### src/hw/rtl/eitsc_pkg.sv
// Package for the Ethernet/IPv4/TCP service classifier.
// Holds the shared types, verdict codes, protocol constants and register map.
// Has no dependencies; every other file of the block imports it.
package eitsc_pkg;

  // Longest frame that is counted; later bytes are neither captured nor counted.
  localparam int unsigned MAX_FRAME_BYTES = 65535;
  localparam logic [15:0] MAX_INDEX = 16'(MAX_FRAME_BYTES);

  localparam logic [15:0] TYPE_VLAN    = 16'h8100;
  localparam logic [15:0] TYPE_IPV4    = 16'h0800;
  localparam logic [7:0]  PROTO_TCP    = 8'd6;
  localparam logic [4:0]  ETH_HDR      = 5'd14;
  localparam logic [4:0]  ETH_VLAN_HDR = 5'd18;
  localparam logic [5:0]  TCP_MIN_HDR  = 6'd20;

  localparam logic [15:0] PORT_A_RESET = 16'd445;
  localparam logic [15:0] PORT_B_RESET = 16'd139;

  // Register map: word index taken from paddr[2].
  localparam logic REG_PORT_A = 1'b0;
  localparam logic REG_PORT_B = 1'b1;
  localparam int unsigned APB_ADDR_W = 3;

  typedef enum logic [2:0] {
    VERDICT_OK       = 3'd0,
    VERDICT_SHORT    = 3'd1,
    VERDICT_NOT_IPV4 = 3'd2,
    VERDICT_NOT_TCP  = 3'd3,
    VERDICT_BAD_LEN  = 3'd4,
    VERDICT_PORT     = 3'd5
  } verdict_e;

  typedef struct packed {
    logic [15:0] port_a;
    logic [15:0] port_b;
  } cfg_t;

  // Per-frame parse state; also the snapshot handed to the judge stage.
  typedef struct packed {
    logic [15:0] len;        // bytes counted so far
    logic        vlan;       // one 802.1Q tag seen, IP header starts at 18
    logic        ipv4;       // final EtherType is IPv4
    logic        ip_tcp;     // IP protocol byte is TCP
    logic [3:0]  ihl;
    logic [3:0]  tcp_words;
    logic [15:0] total_len;
    logic [31:0] src_addr;
    logic [31:0] dst_addr;
    logic [15:0] tcp_sport;
    logic [15:0] tcp_dport;
    logic [31:0] seq;
  } parse_t;

  // Result item, last declared field (verdict) in the lowest bits, padded to whole bytes.
  typedef struct packed {
    logic [3:0]  pad;
    logic [15:0] payload_length;
    logic [7:0]  payload_offset;
    logic [31:0] sequence_number;
    logic [15:0] server_port;
    logic [31:0] server_address;
    logic [15:0] client_port;
    logic [31:0] client_address;
    logic        to_client;
    verdict_e    verdict;
  } result_t;

  localparam int unsigned RESULT_W = $bits(result_t);

endpackage

### src/hw/rtl/eitsc_cfg.sv
// Configuration registers of the service classifier: the two service ports.
// APB-style slave, always ready. Depends on eitsc_pkg.
module eitsc_cfg
  import eitsc_pkg::*;
(
  input  logic                  clk_i,
  input  logic                  rst_ni,
  input  logic                  psel,
  input  logic                  penable,
  input  logic                  pwrite,
  input  logic [APB_ADDR_W-1:0] paddr,
  input  logic [31:0]           pwdata,
  output logic [31:0]           prdata,
  output logic                  pready,
  output cfg_t                  cfg_o
);

  cfg_t cfg_q, cfg_d;
  logic wr_en;

  assign pready = 1'b1;
  assign wr_en  = psel && penable && pwrite;

  always_comb begin
    cfg_d = cfg_q;
    if (wr_en) begin
      unique case (paddr[2])
        REG_PORT_A: cfg_d.port_a = pwdata[15:0];
        REG_PORT_B: cfg_d.port_b = pwdata[15:0];
        default:    cfg_d = cfg_q;
      endcase
    end
  end

  always_comb begin
    unique case (paddr[2])
      REG_PORT_A: prdata = {16'd0, cfg_q.port_a};
      REG_PORT_B: prdata = {16'd0, cfg_q.port_b};
      default:    prdata = 32'd0;
    endcase
  end

  always_ff @(posedge clk_i or negedge rst_ni) begin
    if (!rst_ni) begin
      cfg_q.port_a <= PORT_A_RESET;
      cfg_q.port_b <= PORT_B_RESET;
    end else begin
      cfg_q <= cfg_d;
    end
  end

  assign cfg_o = cfg_q;

endmodule

### src/hw/rtl/eitsc_parser.sv
// Input register and byte-indexed header capture of the service classifier.
// On the last byte the final parse state is copied to a snapshot register
// and the frame state returns to reset. Depends on eitsc_pkg.
module eitsc_parser
  import eitsc_pkg::*;
(
  input  logic       clk_i,
  input  logic       rst_ni,
  input  logic       in_valid_i,
  output logic       in_ready_o,
  input  logic [7:0] in_byte_i,
  input  logic       in_last_i,
  input  logic       judge_ready_i,
  output logic       snap_valid_o,
  output parse_t     snap_o
);

  logic        byte_valid_q, byte_valid_d;
  logic [7:0]  byte_q;
  logic        last_q;
  logic        go;
  logic        snap_free;

  parse_t      st_q, st_d, cur;
  parse_t      snap_q, snap_d;
  logic        snap_valid_q, snap_valid_d;
  logic [7:0]  etype_hi_q, etype_hi_d;

  logic [15:0] idx;
  logic [4:0]  ip_start;
  logic [15:0] r;
  logic [3:0]  ihl_n;
  logic [6:0]  tcp_start;
  logic [15:0] t;

  // A last byte may only advance when the snapshot slot is free.
  assign snap_free = !snap_valid_q || judge_ready_i;
  assign go        = byte_valid_q && (!last_q || snap_free);
  assign in_ready_o = !byte_valid_q || go;

  always_comb begin
    byte_valid_d = byte_valid_q;
    if (in_ready_o) begin
      byte_valid_d = in_valid_i;
    end
  end

  always_comb begin
    cur        = st_q;
    etype_hi_d = etype_hi_q;
    idx        = st_q.len;
    ip_start   = st_q.vlan ? ETH_VLAN_HDR : ETH_HDR;
    r          = idx - {11'd0, ip_start};
    ihl_n      = st_q.ihl;
    if (idx >= {11'd0, ip_start} && r == 16'd0) begin
      ihl_n = byte_q[3:0];
    end
    tcp_start  = {2'b00, ip_start} + {1'b0, ihl_n, 2'b00};
    t          = idx - {9'd0, tcp_start};

    if (go && idx != MAX_INDEX) begin
      cur.len = idx + 16'd1;
      if (idx == 16'd12) begin
        etype_hi_d = byte_q;
      end
      if (idx == 16'd13) begin
        if ({etype_hi_q, byte_q} == TYPE_VLAN) begin
          cur.vlan = 1'b1;
        end else begin
          cur.ipv4 = ({etype_hi_q, byte_q} == TYPE_IPV4);
        end
      end
      if (st_q.vlan) begin
        if (idx == 16'd16) begin
          etype_hi_d = byte_q;
        end
        if (idx == 16'd17) begin
          cur.ipv4 = ({etype_hi_q, byte_q} == TYPE_IPV4);
        end
      end
      // IP header fields, by offset from the start of the IP header.
      if (idx >= {11'd0, ip_start}) begin
        cur.ihl = ihl_n;
        if (r == 16'd2) begin
          cur.total_len = {byte_q, 8'd0};
        end
        if (r == 16'd3) begin
          cur.total_len = {st_q.total_len[15:8], byte_q};
        end
        if (r == 16'd9) begin
          cur.ip_tcp = (byte_q == PROTO_TCP);
        end
        if (r >= 16'd12 && r < 16'd16) begin
          cur.src_addr = {st_q.src_addr[23:0], byte_q};
        end
        if (r >= 16'd16 && r < 16'd20) begin
          cur.dst_addr = {st_q.dst_addr[23:0], byte_q};
        end
        // TCP header fields; may overlap the IP header for tiny IHL values.
        if (idx >= {9'd0, tcp_start}) begin
          if (t < 16'd2) begin
            cur.tcp_sport = {st_q.tcp_sport[7:0], byte_q};
          end
          if (t >= 16'd2 && t < 16'd4) begin
            cur.tcp_dport = {st_q.tcp_dport[7:0], byte_q};
          end
          if (t >= 16'd4 && t < 16'd8) begin
            cur.seq = {st_q.seq[23:0], byte_q};
          end
          if (t == 16'd12) begin
            cur.tcp_words = byte_q[7:4];
          end
        end
      end
    end
    // The saved EtherType byte never carries over into the next frame.
    if (go && last_q) begin
      etype_hi_d = 8'd0;
    end
  end

  always_comb begin
    st_d         = cur;
    snap_d       = snap_q;
    snap_valid_d = snap_valid_q && !judge_ready_i;
    if (go && last_q) begin
      snap_d       = cur;
      snap_valid_d = 1'b1;
      st_d         = '0;
    end
  end

  always_ff @(posedge clk_i or negedge rst_ni) begin
    if (!rst_ni) begin
      byte_valid_q <= 1'b0;
      snap_valid_q <= 1'b0;
      st_q         <= '0;
      etype_hi_q   <= 8'd0;
    end else begin
      byte_valid_q <= byte_valid_d;
      snap_valid_q <= snap_valid_d;
      st_q         <= st_d;
      etype_hi_q   <= etype_hi_d;
    end
  end

  always_ff @(posedge clk_i) begin
    if (in_ready_o && in_valid_i) begin
      byte_q <= in_byte_i;
      last_q <= in_last_i;
    end
    snap_q <= snap_d;
  end

  assign snap_valid_o = snap_valid_q;
  assign snap_o       = snap_q;

endmodule

### src/hw/rtl/eitsc_judge.sv
// Verdict and result formatting of the service classifier.
// Judges one frame snapshot and holds the result in the output register.
// Depends on eitsc_pkg.
module eitsc_judge
  import eitsc_pkg::*;
(
  input  logic                clk_i,
  input  logic                rst_ni,
  input  cfg_t                cfg_i,
  input  logic                snap_valid_i,
  input  parse_t              snap_i,
  output logic                judge_ready_o,
  output logic                out_valid_o,
  input  logic                out_ready_i,
  output logic [RESULT_W-1:0] out_data_o
);

  logic        out_valid_q, out_valid_d;
  result_t     res_q, res_d;
  logic        out_free;

  logic [4:0]  ip_start;
  logic [5:0]  ihl4;
  logic [5:0]  tcp4;
  logic [5:0]  tcp_hdr;
  logic [7:0]  tcp_end;
  logic [6:0]  hdr_sum;
  logic        src_svc;
  logic        dst_svc;
  verdict_e    verdict;

  assign out_free      = !out_valid_q || out_ready_i;
  assign judge_ready_o = out_free;

  always_comb begin
    ip_start = snap_i.vlan ? ETH_VLAN_HDR : ETH_HDR;
    ihl4     = {snap_i.ihl, 2'b00};
    tcp4     = {snap_i.tcp_words, 2'b00};
    tcp_hdr  = (tcp4 > TCP_MIN_HDR) ? tcp4 : TCP_MIN_HDR;
    tcp_end  = {3'd0, ip_start} + {2'd0, ihl4} + {2'd0, tcp_hdr};
    hdr_sum  = {1'b0, ihl4} + {1'b0, tcp4};
    src_svc  = (snap_i.tcp_sport == cfg_i.port_a) || (snap_i.tcp_sport == cfg_i.port_b);
    dst_svc  = (snap_i.tcp_dport == cfg_i.port_a) || (snap_i.tcp_dport == cfg_i.port_b);

    if (snap_i.len < {11'd0, ETH_HDR}) begin
      verdict = VERDICT_SHORT;
    end else if (snap_i.vlan && snap_i.len < {11'd0, ETH_VLAN_HDR}) begin
      verdict = VERDICT_NOT_IPV4;
    end else if (!snap_i.ipv4) begin
      verdict = VERDICT_NOT_IPV4;
    end else if (snap_i.len < {11'd0, ip_start} + 16'd10) begin
      verdict = VERDICT_SHORT;
    end else if (!snap_i.ip_tcp) begin
      verdict = VERDICT_NOT_TCP;
    end else if (snap_i.len < {8'd0, tcp_end}) begin
      verdict = VERDICT_SHORT;
    end else if (snap_i.total_len < {9'd0, hdr_sum}) begin
      verdict = VERDICT_BAD_LEN;
    end else if (!src_svc && !dst_svc) begin
      verdict = VERDICT_PORT;
    end else begin
      verdict = VERDICT_OK;
    end

    res_d         = '0;
    res_d.verdict = verdict;
    if (verdict == VERDICT_OK) begin
      // When both ports are service ports the source port decides.
      res_d.to_client       = src_svc;
      res_d.client_address  = src_svc ? snap_i.dst_addr : snap_i.src_addr;
      res_d.client_port     = src_svc ? snap_i.tcp_dport : snap_i.tcp_sport;
      res_d.server_address  = src_svc ? snap_i.src_addr : snap_i.dst_addr;
      res_d.server_port     = src_svc ? snap_i.tcp_sport : snap_i.tcp_dport;
      res_d.sequence_number = snap_i.seq;
      res_d.payload_offset  = {3'd0, ip_start} + {2'd0, ihl4} + {2'd0, tcp4};
      res_d.payload_length  = snap_i.total_len - {9'd0, hdr_sum};
    end
  end

  always_comb begin
    out_valid_d = out_valid_q;
    if (out_free) begin
      out_valid_d = snap_valid_i;
    end
  end

  always_ff @(posedge clk_i or negedge rst_ni) begin
    if (!rst_ni) begin
      out_valid_q <= 1'b0;
    end else begin
      out_valid_q <= out_valid_d;
    end
  end

  always_ff @(posedge clk_i) begin
    if (out_free && snap_valid_i) begin
      res_q <= res_d;
    end
  end

  assign out_valid_o = out_valid_q;
  assign out_data_o  = res_q;

endmodule

### src/hw/rtl/eth_ipv4_tcp_service_classifier.sv
// Top level of the Ethernet/IPv4/TCP service classifier.
// Instantiates the configuration registers, the parser and the judge stage.
// Depends on eitsc_pkg, eitsc_cfg, eitsc_parser and eitsc_judge.
//
// Usage: a captured frame enters on the slave stream one byte per transfer,
// in wire order, with s_axis_tlast on its final byte. One optional 802.1Q
// tag is skipped; the frame must carry IPv4 and TCP. For every frame exactly
// one result transfer leaves on the master stream, after the last byte. The
// result carries a verdict and, for accepted frames, the client/server
// addresses and ports, the TCP sequence number and the payload offset and
// length; for rejected frames all fields but the verdict are zero.
//
// Timing: a byte passes an input register, the capture logic with a snapshot
// register, and the judge logic with the output register, from which its
// result leaves. One byte is taken every cycle while s_axis_tready is high;
// if m_axis_tready is held low, bytes flow until a last byte finds both the
// snapshot and output registers occupied, and s_axis_tready drops until space
// frees. Reset empties the pipeline and sets the service ports to 445 and 139;
// they are written over the APB port at addresses 0 and 4, by the user only
// while idle: the block itself does not enforce it.
module eth_ipv4_tcp_service_classifier
  import eitsc_pkg::*;
(
  input  logic                  clk_i,
  input  logic                  rst_ni,
  // Input bytes.
  input  logic                  s_axis_tvalid,
  output logic                  s_axis_tready,
  input  logic [7:0]            s_axis_tdata,   // [7:0] frame_byte
  input  logic                  s_axis_tlast,   // frame_last
  // Results.
  output logic                  m_axis_tvalid,
  input  logic                  m_axis_tready,
  // [2:0] verdict, [3] to_client, [35:4] client_address, [51:36] client_port,
  // [83:52] server_address, [99:84] server_port, [131:100] sequence_number,
  // [139:132] payload_offset, [155:140] payload_length, [159:156] zero
  output logic [RESULT_W-1:0]   m_axis_tdata,
  // Configuration.
  input  logic                  psel,
  input  logic                  penable,
  input  logic                  pwrite,
  input  logic [APB_ADDR_W-1:0] paddr,
  input  logic [31:0]           pwdata,
  output logic [31:0]           prdata,
  output logic                  pready
);

  cfg_t   cfg;
  parse_t snap;
  logic   snap_valid;
  logic   judge_ready;

  eitsc_cfg u_cfg (
    .clk_i   (clk_i),
    .rst_ni  (rst_ni),
    .psel    (psel),
    .penable (penable),
    .pwrite  (pwrite),
    .paddr   (paddr),
    .pwdata  (pwdata),
    .prdata  (prdata),
    .pready  (pready),
    .cfg_o   (cfg)
  );

  // Byte capture: updates the frame state by byte index and snapshots it
  // on the last byte.
  eitsc_parser u_parser (
    .clk_i         (clk_i),
    .rst_ni        (rst_ni),
    .in_valid_i    (s_axis_tvalid),
    .in_ready_o    (s_axis_tready),
    .in_byte_i     (s_axis_tdata),
    .in_last_i     (s_axis_tlast),
    .judge_ready_i (judge_ready),
    .snap_valid_o  (snap_valid),
    .snap_o        (snap)
  );

  // Verdict and field selection into the output register.
  eitsc_judge u_judge (
    .clk_i         (clk_i),
    .rst_ni        (rst_ni),
    .cfg_i         (cfg),
    .snap_valid_i  (snap_valid),
    .snap_i        (snap),
    .judge_ready_o (judge_ready),
    .out_valid_o   (m_axis_tvalid),
    .out_ready_i   (m_axis_tready),
    .out_data_o    (m_axis_tdata)
  );

endmodule
### config.mk
export PLATFORM = sky130hd
export DESIGN_NAME = eth_ipv4_tcp_service_classifier
export DESIGN_NICKNAME = d
export VERILOG_FILES = /design/src/hw/rtl/eitsc_pkg.sv /design/src/hw/rtl/eitsc_cfg.sv /design/src/hw/rtl/eitsc_parser.sv /design/src/hw/rtl/eitsc_judge.sv /design/src/hw/rtl/eth_ipv4_tcp_service_classifier.sv
export SDC_FILE = /design/constraint.sdc
export NUM_CORES = 1
export LEC_CHECK = 0
export ABC_AREA = 1
export BUFFER_PORTS_ARGS = -buffer_cell sky130_fd_sc_hd__buf_4
export CELL_PAD_IN_SITES_DETAIL_PLACEMENT = 2
export CELL_PAD_IN_SITES_GLOBAL_PLACEMENT = 2
export CORE_MARGIN = 5
export CORE_UTILIZATION = 37
export DETAILED_ROUTE_END_ITERATION = 10
export GPL_TIMING_DRIVEN = 0
export HOLD_SLACK_MARGIN = 0.06
export PLACE_DENSITY = 0.84
export SETUP_SLACK_MARGIN = 0.15
export SYNTH_ARGS = -nofsm -noshare
export SYNTH_HDL_FRONTEND = slang
export SYNTH_SLANG_ARGS = --single-unit
### constraint.sdc
create_clock -name clk_i -period 9.8 [get_ports clk_i]
set_clock_uncertainty 0.2 [all_clocks]
set_input_delay 0.98 -clock clk_i [delete_from_list [all_inputs] [get_ports clk_i]]
set_output_delay 0.98 -clock clk_i [all_outputs]
set_load 0.01 [all_outputs]
==> results.py, run 1 <==
metrics = {
    "outcome": {
        "outcome": "finished clean",
    },
    "power": {
        "power.internal_mw": 4.26,
        "vdd_ir_drop_max_mv": 0.108,
        "clockPowerShare_pct": 41.8,
        "power.share.combinational_pct": 12.6,
        "power_density_relative_to_cell_area_nw_per_um2": 183,
        "share_seq_of_total_power_pct": 45.6,
        "power.switching_fraction_pct": 28.1,
        "switching_power_mw": 1.66,
        "p_leak_nw": 16.2,
        "finalPower_mw": 5.92,
    },
    "cts": {
        "cts_tree": "yes",
        "cts-resized-gates": 0,
        "cts.sink_count": 548,
        "clkLatencyLatePin_ns": 0.61,
        "cts_root_buf": "sky130_fd_sc_hd__clkbuf_16",
        "number_of_buffers_created_by_cts": 66,
        "cts_setup_buffers": 0,
        "clockBufferDepth": 3,
        "cts_hold_buffers": 1,
        "h_tree_depth": 3,
        "cts.clk_slew.worst_paths_ns": 0.06,
    },
    "drt": {
        "drt_wl_total_mm": 115,
        "drt_iter0_markers": 1718,
        "route.detailed.wl_per_inst_um": 26.6,
        "vias": 23200,
        "first_pass_iters": 5,
        "antenna_left": 0,
        "dr_drc_count": 0,
        "route.detailed.vias_per_inst": 5.34,
    },
    "grt": {
        "globalRoute.totalOverflow": 0,
        "pin_count_of_the_biggest_net_entering_global_routing": 99,
        "global_route.usage.total_pct": 28.5,
        "global_route_wire_length_before_repair_mm": 172,
        "antenna_found_initial": 1,
        "first_global_vias": 26500,
    },
    "cells_and_area": {
        "finalCoreUtilization_pct": 44.4,
        "drive_above_1_share_pct": 14.5,
        "layout.nets": 3435,
        "syn2layout_area_growth_pct": 18.7,
        "antennaDiodeCount": 0,
    },
    "job": {
        "max-cap-violations": 0,
    },
    "timing": {
        "final.setup.tns_ns": 0,
        "slew_headroom_pct": 21.7,
        "timing.final.setup_violations": 0,
        "fmax_mhz": 134,
        "final_critical_path_setup_slack_ns": 2.35,
        "hold_violation_total_from_the_final_report": 0,
        "rsz0062_at_grt": "false",
        "period_needed_ns": 7.45,
        "hold-worst-slack_ns": 0.337,
        "post_route_fraction_of_the_period_consumed_by_the_critical_path_pct": 76.0,
        "slew_violations": 0,
        "tightest_slew_ns": 1.17,
    },
    "placement": {
        "dpl.hpwl_mm": 78.5,
        "gpl.final_weighted_congestion": 0.864,
        "place.port_buffers": 204,
        "dpl_worst_slack_ns": 2.49,
    },
    "die": {
        "die_area_um2": 79200,
        "start_util_pct": 37.4,
        "design.core.area_um2": 73000,
        "design.portCount": 246,
        "die-width_um": 281,
        "row_count": 99,
        "die_h_um": 281,
    },
    "synth": {
        "mapped_cell_area_um2": 27300,
        "post_synth_num_cell_types": 50,
        "synth-edff-count": 334,
        "yosys.area.top_type": "sky130_fd_sc_hd__edfxtp_1",
        "ys_seq_elements": 548,
        "synth.area.top_cells": "sky130_fd_sc_hd__edfxtp_1, sky130_fd_sc_hd__dfrtp_1, sky130_fd_sc_hd__nand2_1",
        "synth_warnings": 0,
        "synthFlopType": "sky130_fd_sc_hd__edfxtp_1",
        "synthCells": 3029,
        "postSynth.asyncResetShare_pct": 39.1,
        "synth_top_area_share_pct": 36.8,
        "ys_seq_area_share_pct": 56.5,
        "synth_area_per_cell_um2": 9.00,
    },
    "worst_setup_path": {
        "timing_worst_setup_path_type": "register to register",
        "peak_per_stage_delay_on_the_critical_path_ns": 0.62,
        "setup.worst_path.start_class": "register",
        "crit_arrival_ns": 7.60,
        "crit_path_top_delay_cell": "sky130_fd_sc_hd__dfrtp_1",
        "end_kind": "register",
        "cp_common_cell": "sky130_fd_sc_hd__nand2_1",
        "cp_data_required_time_ns": 9.96,
        "path_max_fanout": 10,
    },
    "hold_path": {
        "worstHoldPathType": "register to register",
    },
}
-- placed cells by master (no fill, tap or decap), types with 8 or more instances in the layout --
cell / synthesis / final
sky130_fd_sc_hd__ha_1: 46 / 46
sky130_fd_sc_hd__nand2_2: 8 / 8
sky130_fd_sc_hd__clkinv_2: 1 / 8
sky130_fd_sc_hd__nand3_1: 114 / 114
sky130_fd_sc_hd__nand2_1: 632 / 632
sky130_fd_sc_hd__inv_2: 29 / 29
sky130_fd_sc_hd__o21ai_2: 19 / 19
sky130_fd_sc_hd__o21ai_0: 152 / 152
sky130_fd_sc_hd__inv_1: 602 / 602
sky130_fd_sc_hd__clkbuf_16: 0 / 68
sky130_fd_sc_hd__buf_2: 33 / 33
sky130_fd_sc_hd__dfrtp_1: 203 / 203
sky130_fd_sc_hd__clkinv_1: 1 / 9
sky130_fd_sc_hd__nor3_1: 166 / 166
sky130_fd_sc_hd__nor2_4: 8 / 9
sky130_fd_sc_hd__nor2_1: 247 / 246
sky130_fd_sc_hd__dfstp_2: 11 / 11
sky130_fd_sc_hd__conb_1: 2 / 22
sky130_fd_sc_hd__o21ai_1: 47 / 47
sky130_fd_sc_hd__nor2_2: 10 / 10
sky130_fd_sc_hd__a21oi_1: 29 / 29
sky130_fd_sc_hd__xnor2_1: 59 / 59
sky130_fd_sc_hd__buf_4: 31 / 234
sky130_fd_sc_hd__buf_6: 11 / 11
sky130_fd_sc_hd__fa_1: 8 / 8
sky130_fd_sc_hd__buf_1: 9 / 9
sky130_fd_sc_hd__nand4_1: 65 / 65
sky130_fd_sc_hd__edfxtp_1: 334 / 334
sky130_fd_sc_hd__clkbuf_1: 61 / 81
sky130_fd_sc_hd__xor2_1: 35 / 35
-- power groups by stage --
| stage | sequential (mW) | combinational (mW) | clock (mW) |
|---|---|---|---|
| 6_report | 2.70 | 0.747 | 2.47 |
| 5_1_grt | 2.71 | 0.815 | 2.59 |
| 4_1_cts | 2.70 | 0.750 | 2.49 |
| 3_5_place_dp | 2.74 | 0.729 | 0 |
| 3_3_place_gp | 2.76 | 0.659 | 0 |
| 2_1_floorplan | 2.73 | 0.393 | 0 |
-- Yosys cell counts, drive strengths merged (35+ instances only) --
cell	number
nor2	268
buf	84
clkbuf	61
o21ai	220
ha	46
xnor2	59
inv	631
nor3	167
edfxtp	334
dfrtp	203
nand2	642
nand3	123
nand4	66
xor2	35
-- per-stage QoR --
stage / cells / instance area [um2]
floorplan: 3049 / 27300
global placement: 4212 / 30100
detailed placement: 4220 / 30300
CTS: 4340 / 32400
global route: 4340 / 32400
finish: 4340 / 32400
-- cells by family (layout without fill, tap and decap cells) --
kind of cell / after synthesis / in the layout / synth area share [%]
AND/OR/NAND/NOR: 1287 / 1287 / 20.8
AO/OA/AOI/OAI: 266 / 266 / 5.39
XOR/XNOR: 94 / 94 / 3.02
other: 2 / 22 / 0.0276
adder cells (fa/ha/maj): 54 / 54 / 2.70
buffers and inverters: 778 / 1110 / 11.6
flip-flops: 548 / 548 / 56.5
-- layout make-up --
type | instances | area [um2]
buffer | 145 | 788
clock buffer | 96 | 1880
clock inverter | 23 | 198
fill | 7859 | 40600
inverter | 633 | 2380
multi-input combinational | 1723 | 8770
sequential | 548 | 15400
tap | 959 | 1200
timing repair buffer | 213 | 1750
-- critical path, delay by kind of cell (launching register included) --
family / cells / cell delay [ns]
AOI/OAI and AO/OA: 4 / 0.94
xor gates and xnor gates: 1 / 0.21
adders and majority gates: 3 / 1.05
buffers and inverters: 8 / 1.46
DFF: 1 / 0.62
and+or+nand+nor: 19 / 2.64
-- routing by layer --
layer  vias up  part of all wire, %  track usage, %
met4         0                  4.7            12.3
met3       263                  4.1            3.19
met5         -                    0               0
met1     12100                   39            33.9
li1      10100                    -               -
met2       754                   52            52.3
-- worst paths after layout --
check / start / endpoint / slack (ns) / cells after the start
worst min-delay path: u_cfg.cfg_o[20]$_DFFE_PN1P_ / u_cfg.cfg_o[20]$_DFFE_PN1P_ / 0.34 / 2
min in group asynchronous: rst_ni / u_cfg.cfg_o[2]$_DFFE_PN0P_ / 0.64 / 2
worst min register to register: u_cfg.cfg_o[20]$_DFFE_PN1P_ / u_cfg.cfg_o[20]$_DFFE_PN1P_ / 0.34 / 2
worst max-delay path: u_parser.idx[1]$_DFF_PN0_ / u_parser.snap_o[61]$_DFFE_PP_ / 2.35 / 35
max in group asynchronous: rst_ni / u_parser.st_q[100]$_DFF_PN0_ / 7.37 / 4
worst max register to register: u_parser.idx[1]$_DFF_PN0_ / u_parser.snap_o[61]$_DFFE_PP_ / 2.35 / 35
-- flip-flops by register name (all words and copies together) (netlist names) --
name / count
u_parser.snap_o: 170
u_judge.out_data_o: 155
u_parser.st_q: 155
u_cfg.cfg_o: 32
u_parser.idx: 16
u_parser.byte_q: 8
u_parser.etype_hi_q: 8
u_judge.out_valid_o: 1
u_parser.byte_valid_q: 1
u_parser.last_q: 1
u_parser.snap_valid_o: 1
Power figures use the tool's default switching activity.
==> inputs of run 2 (changes only) <==
==> constraint.sdc (replaced) <==
create_clock -name clk_i -period 7.8 [get_ports clk_i]
set_clock_uncertainty 0.2 [all_clocks]
set_input_delay 0.78 -clock clk_i [delete_from_list [all_inputs] [get_ports clk_i]]
set_output_delay 0.78 -clock clk_i [all_outputs]
set_load 0.01 [all_outputs]
==> run 2 against run 1 <==
Net effect: hold slack lost 0.18 ns; wire length rose by 1.5%; final area about the same; flip-flop and latch count is the same; power is 26% higher; critical endpoint is now u_parser.snap_o[2]$_DFFE_PP_; largest cell class unchanged; highest routed layer is now met5.
==> results.py, run 2 (same netlist as run 1, synthesis figures left out) <==
metrics = {
    "drt": {
        "route.detailed.vias_per_inst": 5.37,
        "antenna_left": 0,
        "drt_wl_total_mm": 117,
        "route.detailed.wl_per_inst_um": 27.0,
        "vias": 23300,
        "first_pass_iters": 5,
        "dr_drc_count": 0,
        "drt_iter0_markers": 1695,
    },
    "die": {
        "row_count": 99,
        "die-width_um": 281,
        "design.portCount": 246,
        "start_util_pct": 37.4,
        "design.core.area_um2": 73000,
        "die_h_um": 281,
        "die_area_um2": 79200,
    },
    "cts": {
        "cts_tree": "yes",
        "cts_root_buf": "sky130_fd_sc_hd__clkbuf_16",
        "cts.clk_slew.worst_paths_ns": 0.07,
        "h_tree_depth": 3,
        "number_of_buffers_created_by_cts": 66,
        "cts.sink_count": 548,
        "clockBufferDepth": 3,
        "clkLatencyLatePin_ns": 0.62,
    },
    "grt": {
        "pin_count_of_the_biggest_net_entering_global_routing": 114,
        "first_global_vias": 26600,
        "global_route.usage.total_pct": 29.0,
        "globalRoute.totalOverflow": 0,
        "antenna_found_initial": 2,
        "global_route_wire_length_before_repair_mm": 173,
    },
    "placement": {
        "place.port_buffers": 204,
        "dpl.hpwl_mm": 77.3,
        "post_dp_cell_area_um2": 30300,
        "gpl.final_weighted_congestion": 0.873,
        "numPlacedInstances": 4220,
    },
    "power": {
        "finalPower_mw": 7.46,
        "p_leak_nw": 16.2,
        "switching_power_mw": 2.13,
        "vdd_ir_drop_max_mv": 0.128,
        "power_density_relative_to_cell_area_nw_per_um2": 231,
        "clockPowerShare_pct": 41.9,
        "power.internal_mw": 5.33,
        "power.share.combinational_pct": 12.7,
        "power.switching_fraction_pct": 28.6,
        "share_seq_of_total_power_pct": 45.5,
    },
    "job": {
        "max-cap-violations": 0,
    },
    "worst_setup_path": {
        "critical_path_buf_inv_count": 7,
        "setup.worst_path.start_class": "register",
        "timing_worst_setup_path_type": "register to register",
        "crit_path_top_delay_cell": "sky130_fd_sc_hd__dfrtp_2",
        "cp_data_required_time_ns": 7.93,
        "end_kind": "register",
        "path_max_fanout": 10,
        "crit_arrival_ns": 7.39,
        "cp_common_cell": "sky130_fd_sc_hd__nand2_1",
        "cp_top_family": "simple AND/OR/NAND/NOR gates",
        "peak_per_stage_delay_on_the_critical_path_ns": 0.52,
    },
    "timing": {
        "tightest_slew_ns": 1.20,
        "final.setup.tns_ns": 0,
        "timing.final.setup_violations": 0,
        "slew_violations": 0,
        "slew_headroom_pct": 20.2,
        "fmax_mhz": 138,
        "hold_violation_total_from_the_final_report": 0,
        "rsz0062_at_grt": "false",
        "period_needed_ns": 7.26,
        "post_route_fraction_of_the_period_consumed_by_the_critical_path_pct": 93.1,
    },
    "cells_and_area": {
        "drive_above_1_share_pct": 14.6,
        "final-instance-count-excl-fill": 4341,
        "multi_input_comb_area_um2": 8780,
        "finish.instance_area_um2": 32400,
        "final.fill_count": 7926,
        "syn2layout_area_growth_pct": 18.8,
        "antennaDiodeCount": 0,
        "final_common_cell": "sky130_fd_sc_hd__nand2_1",
        "largest_reg_flops": 170,
        "area.sequential_um2": 15400,
        "mostFrequentLayoutCells": "sky130_fd_sc_hd__nand2_1, sky130_fd_sc_hd__inv_1, sky130_fd_sc_hd__edfxtp_1",
        "layout.nets": 3435,
    },
    "hold_path": {
        "worstHoldPathType": "input port to register",
    },
    "outcome": {
        "outcome": "finished clean",
    },
}
-- run 2: worst paths after layout --
check | start | end | slack [ns] | depth (start not counted)
setup / recovery | u_parser.idx[1]$_DFF_PN0_ | u_parser.snap_o[2]$_DFFE_PP_ | 0.54 | 33
hold / removal | s_axis_tlast | u_parser.last_q$_DFFE_PP_ | 0.16 | 1
setup reg to reg | u_parser.idx[1]$_DFF_PN0_ | u_parser.snap_o[2]$_DFFE_PP_ | 0.54 | 33
hold reg to reg | u_cfg.cfg_o[1]$_DFFE_PN1P_ | u_cfg.cfg_o[1]$_DFFE_PN1P_ | 0.33 | 2
max in group asynchronous | rst_ni | u_parser.idx[15]$_DFF_PN0_ | 5.67 | 4
min in group asynchronous | rst_ni | u_cfg.cfg_o[4]$_DFFE_PN0P_ | 0.65 | 3
-- run 2: final cells by class --
cell class,instances,area share [%]
well taps,959,3.71
flip-flops and latches,548,47.6
plain buffers,145,2.44
clock buffers,87,5.67
multi-input cells,1723,27.1
clock inverters,33,0.742
inverters,633,7.34
repair buffers,213,5.40
-- run 2: power groups by stage --
stage,sequential (mW),combinational (mW),clock [mW]
floorplan,3.43,0.495,0
global placement,3.46,0.828,0
detailed placement,3.44,0.915,0
CTS,3.39,0.951,3.15
global route,3.40,1.03,3.27
finish,3.39,0.947,3.12
-- run 2: repair_timing --
| item | CTS | global route |
|---|---|---|
| gates resized for setup | 0 | 4 |
| buffers inserted | 0 | 0 |
| setup endpoints to repair | 0 | 110 |
| hold buffers | 1 | 0 |
| endpoints found under the hold margin | 18 | 0 |
-- run 2: routing by layer --
layer	GRT usage [%]	up-vias	part of all wire, %
met2	52.3	770	51
met5	0	-	0.027
met3	4.08	327	4.4
met4	15.8	4	6.1
met1	33.3	12100	38
li1	-	10100	-
-- run 2: through the flow --
step                hold WS [ns]  setup WS [ns]  util [%]
finish                     0.160          0.541      44.4
global route               0.142          0.144      44.4
CTS                        0.126          0.308      44.4
detailed placement         0.321          0.553      41.5
global placement           0.298          -2.38      41.2
floorplan                  0.279          0.599         -
